$ cat src/hw/rtl/efla_pkg.sv
// ----------------------------------------------------------------------------
// efla_pkg
// Shared types and constants for the extent free-list allocator.
// ----------------------------------------------------------------------------
`timescale 1ns / 1ps
`default_nettype none

package efla_pkg;

    // width of every address or size field on the ports
    localparam int FIELD_W = 32;

    // end-of-space value loaded at reset
    localparam logic [FIELD_W-1:0] RESET_END = 32'd65632;

    // request kinds
    localparam logic REQ_ALLOC   = 1'b0;
    localparam logic REQ_RELEASE = 1'b1;

    // status codes
    localparam logic [1:0] ST_OK       = 2'd0;
    localparam logic [1:0] ST_BEYOND   = 2'd1;
    localparam logic [1:0] ST_NO_SLOT  = 2'd2;
    localparam logic [1:0] ST_OVERFLOW = 2'd3;

    typedef struct packed {
        logic               req_type;
        logic [FIELD_W-1:0] start_addr;
        logic [FIELD_W-1:0] length;
    } efla_in_t;

    typedef struct packed {
        logic [FIELD_W-1:0] granted_addr;
        logic [FIELD_W-1:0] granted_size;
        logic [1:0]         status;
    } efla_out_t;

    // per-entry flags from the compare unit
    typedef struct packed {
        logic usable;
        logic fit;
        logic touch_lo;
        logic touch_hi;
        logic empty;
    } efla_chk_t;

    typedef enum logic [2:0] {
        S_IDLE,
        S_ALLOC_RD,
        S_ALLOC_CHK,
        S_REL_RD,
        S_REL_CHK,
        S_SLOT_RD,
        S_SLOT_CHK,
        S_DONE
    } efla_state_t;

endpackage

`default_nettype wire

$ cat src/hw/rtl/efla_check.sv
// ----------------------------------------------------------------------------
// efla_check
// Shared compare and add unit applied to one table entry per step.
// ----------------------------------------------------------------------------
`timescale 1ns / 1ps
`default_nettype none

module efla_check
    import efla_pkg::*;
#(
    parameter int AW = 32
) (
    input  wire logic [AW-1:0]  entry_off,
    input  wire logic [AW-1:0]  entry_size,
    input  wire logic [AW-1:0]  start,
    input  wire logic [AW+1:0]  len,
    output efla_chk_t           chk,
    output logic      [AW-1:0]  new_off,
    output logic      [AW-1:0]  new_size,
    output logic      [AW+1:0]  rend
);

    logic [AW+1:0] off_ext;
    logic [AW+1:0] size_ext;
    logic [AW+1:0] entry_end;

    assign off_ext   = {2'b00, entry_off};
    assign size_ext  = {2'b00, entry_size};
    assign entry_end = off_ext + size_ext;
    assign rend      = {2'b00, start} + len;

    // entry flags
    assign chk.usable   = (entry_off != '0);
    assign chk.fit      = chk.usable && (size_ext >= len);
    assign chk.touch_lo = chk.usable && (entry_end == {2'b00, start});
    assign chk.touch_hi = chk.usable && (rend == off_ext);
    assign chk.empty    = (entry_off == '0) && (entry_size == '0);

    // remainder of an extent after carving the front off
    assign new_size = entry_size - len[AW-1:0];
    assign new_off  = (new_size == '0) ? '0 : (entry_off + len[AW-1:0]);

endmodule

`default_nettype wire

$ cat config.mk
export PLATFORM = sky130hd
export DESIGN_NAME = efla_check
export DESIGN_NICKNAME = d
export VERILOG_FILES = /design/src/hw/rtl/efla_pkg.sv /design/src/hw/rtl/efla_check.sv
export SDC_FILE = /design/constraint.sdc
export NUM_CORES = 1
export LEC_CHECK = 0
export ABC_AREA = 1
export ABC_CLOCK_PERIOD_IN_PS = 3700
export BUFFER_PORTS_ARGS = -buffer_cell sky130_fd_sc_hd__buf_2
export CORE_MARGIN = 4
export CORE_UTILIZATION = 46
export DETAILED_ROUTE_END_ITERATION = 7
export PLACE_DENSITY = 0.72
export SLEW_MARGIN = 40
export SYNTH_ARGS = -nofsm -noshare
export SYNTH_HDL_FRONTEND = slang
export SYNTH_SLANG_ARGS = --single-unit
$ cat constraint.sdc
create_clock -name vclk -period 3.7
set_input_delay 0.74 -clock vclk [all_inputs]
set_output_delay 0.74 -clock vclk [all_outputs]
set_load 0.05 [all_outputs]
==> results.md <==
* Initial DRC Count at 2218
* Synthesized area per cell at 5.09 sq um
* Period utilisation layout at 126%
* Worst Setup EP: new_off[20]
* Area of the multi-input gates at 10900 sq um
* YS warnings at 0
* Cell Area, Synth at 9880 sq um
* Avg WL per Cell at 21.4 microns
* Post-synth top area share at 23.0%
* Seq cells at 0
* Antenna violations before repair at 1
* Vias at between 15000 and 20000
* Area delta synth->final at 86.5%
* Peak supply drop at ~0.00026 V
* Run status: finished, violations left
* Final WS setup at -969 ps
* Clk_buf instances at 0
* Fin. max-slew vios at 0
* Worst setup path startpoint: len[16]
* Maximum clock rate at 214 MHz
* Count of final setup violators at 40
* Critical Path Fanout Max at 5
* Die footprint at between 20000 and 25000 sq um
* Slew margin rel. at 40.4%
* Total grt overflow at 0
* Initial DRT Pass Iterations at 7
* Global-route wire length before repair at between 70 and 80 mm
* Min cycle time layout at approximately 4700 ps
* IO Port Bufs at 233
* CP endpoint kind: primary output
* Initial core utilization at 46.8%
* RSZ-0062 raised after global routing: true
* Max Used Layer: met4
* Synth unique cells at 36
* DR WL met3 at 8.00 mm
* Storage cell area at 0 sq um
* Number of max-cap violations at 0
* Met2 routed wirelength at 27.2 mm
* Worst-margin pin slew at approximately 900 ps
* Residual DRC count at 0
* Final hold vios at 0
* Dpl hpwl at 42.7 mm
* Nets@finish at 2979
* Setup CP Type: in2out
* Worst hold path type: in2out
* Layout fillers at 1133
* Largest net degree at the start of global routing at 9
* Vias per inst at 6.03
* Worst path required time at around 3000 ps
* Crit path DAT at just under 4000 ps
* Final WL at between 60 and 70 mm
* Static leakage at between 0.009 and 0.01 uW
* Crit start category: input pin
* Die extent in y at 155 microns
* Die X-Extent at 155 microns
* Area leader, netlist: nand2_1
* Dpl ws at -534 ps
* Cells after DPL at 2959
* Post-DRT Antenna Nets at 0
* RePlAce Congestion at approximately 1.0
* Layout cells sized above 1 at 45.8%
* Violated checks: negative setup slack
* Core Region at 21100 sq um
* Final Instance Count excl. Fillers at 2992
* Synthesized net count at around 2200
* M1 WL at 22.3 mm
* Share of the yosys chip area belonging to registers at 0%
* Synth Instances at 1942
* Rows at 53
* Hold-fix buffers, CTS at 0
* Synth top area cells: nand2_1 (23%), ha_1 (16%), inv_1 (13%), nor2_1 (8.7%), a21oi_1 (7.8%)
* Vias in the first global route at 15700
* P per Cell Area at 262 nW/um^2
* All-layer global routing usage at 39.9%
* # IOs at 233
[logic make-up (layout without fill, tap and decap cells)]
| family | after synthesis | in the layout | synth area share [%] |
|---|---|---|---|
| AO/OA/AOI/OAI | 288 | 288 | 15.7 |
| adder cells (fa/ha/maj) | 131 | 131 | 16.9 |
| AND/OR/NAND/NOR | 1095 | 1095 | 46.4 |
| buffers and inverters | 349 | 1123 | 13.5 |
| other | 0 | 1 | 0 |
| XOR/XNOR | 79 | 79 | 7.51 |
[cell usage in the layout, fill, tap and decap left out, types with 16 or more instances in the layout]
cell type and instances:
inv_2 21, nor2_1 165, buf_2 181, nand3b_1 18, o21ai_0 58, nand2_4 57
ha_1 74, nor2_4 18, nor3_1 16, nor2_2 48, nand3_1 111, a21oi_1 99
nand4_1 31, inv_1 292, buf_6 34, xnor2_1 30, buf_4 536, nand2_1 469
xor2_1 32, clkinvlp_4 28, a21oi_2 47, nand2_2 94, o21ai_1 28, ha_4 46
nand3_2 26
[synthesized netlist by cell type (3+ instances only)]
| library cell | instances |
|---|---|
| a31oi_1 | 4 |
| xor2_1 | 41 |
| xnor2_1 | 34 |
| nand3b_1 | 18 |
| a21boi_0 | 3 |
| a21o_1 | 6 |
| o21bai_1 | 8 |
| inv_1 | 342 |
| nand2_1 | 604 |
| nand3_1 | 144 |
| a21oi_1 | 154 |
| o21ai_0 | 94 |
| nor3_1 | 28 |
| nor4_1 | 13 |
| nand4_1 | 31 |
| fa_1 | 4 |
| ha_1 | 127 |
| inv_2 | 4 |
| buf_6 | 3 |
| o21a_1 | 11 |
| nand2_2 | 20 |
| nor2_1 | 229 |
[area by class of cell]
class                           instances  share of cell area, %
Timing Repair Buffer                  777                   31.1
Antenna cell                            1                 0.0136
Inverter                              346                   7.77
Multi-Input combinational cell       1593                   59.3
Tap cell                              275                   1.87
[what timing repair did]
action | 4_1_cts | 5_1_grt
gates resized for setup | 224 | 340
buffers inserted | 10 | 20
pin swaps | 53 | 114
gates cloned | 3 | 0
endpoints found under the setup margin | 40 | 47
[worst max-delay path, cell delays in order]
cell and delay (ps):
buf_2 150, inv_1 90, ha_4 310, nand2_1 110, o21ai_1 720, a21oi_2 160, nor2_1 200, nor2_1 100
buf_4 150, nand3_2 70, nand2_4 50, nor2_1 80, nand2_1 80, nor2_2 150, nand3_4 90, buf_12 160
buf_12 160, nand2_4 70, clkinvlp_4 90, buf_8 150
[through the flow]
step           hold slack, ps  utilization (%)  instance area, sq um  power [uW]  setup TNS, ps
2_1_floorplan            1730                -                 10600        2400          -1810
5_1_grt                  1960             87.4                 18400        5020         -34140
6_report                 1940             87.4                 18400        4820         -32480
4_1_cts                  1940             80.0                 16900        4150         -10940
3_3_place_gp             1970             75.4                 15900        3810         -14710
3_5_place_dp             1960             75.4                 15900        3880         -16110
[how the worst min path moves through the flow]
stage / slack (ps) / cells past startpoint / start / to
detailed placement: 1960 / 5 / len[33] / chk[3]
CTS: 1940 / 5 / len[33] / chk[3]
global placement: 1970 / 5 / len[33] / chk[3]
global route: 1960 / 4 / len[0] / new_size[0]
floorplan: 1730 / 3 / entry_off[29] / chk[1]
finish: 1940 / 4 / len[0] / new_size[0]
[per-layer routing]
| layer | vias to the layer above | track usage (%) |
|---|---|---|
| met5 | - | 0 |
| met1 | 8058 | 51.0 |
| met2 | 1584 | 68.8 |
| li1 | 7794 | - |
| met3 | 612 | 3.86 |
| met4 | 0 | 16.1 |
[power by group]
| group | switching [uW] | internal (uW) | leakage (uW) |
|---|---|---|---|
| clock | 0 | 0.0000361 | 0.00000000634 |
| sequential | 0 | 0 | 0 |
| combinational | 2950 | 1870 | 0.00972 |
| total | 2950 | 1870 | 0.00972 |
Note: power is estimated with default switching activity, not from simulation.
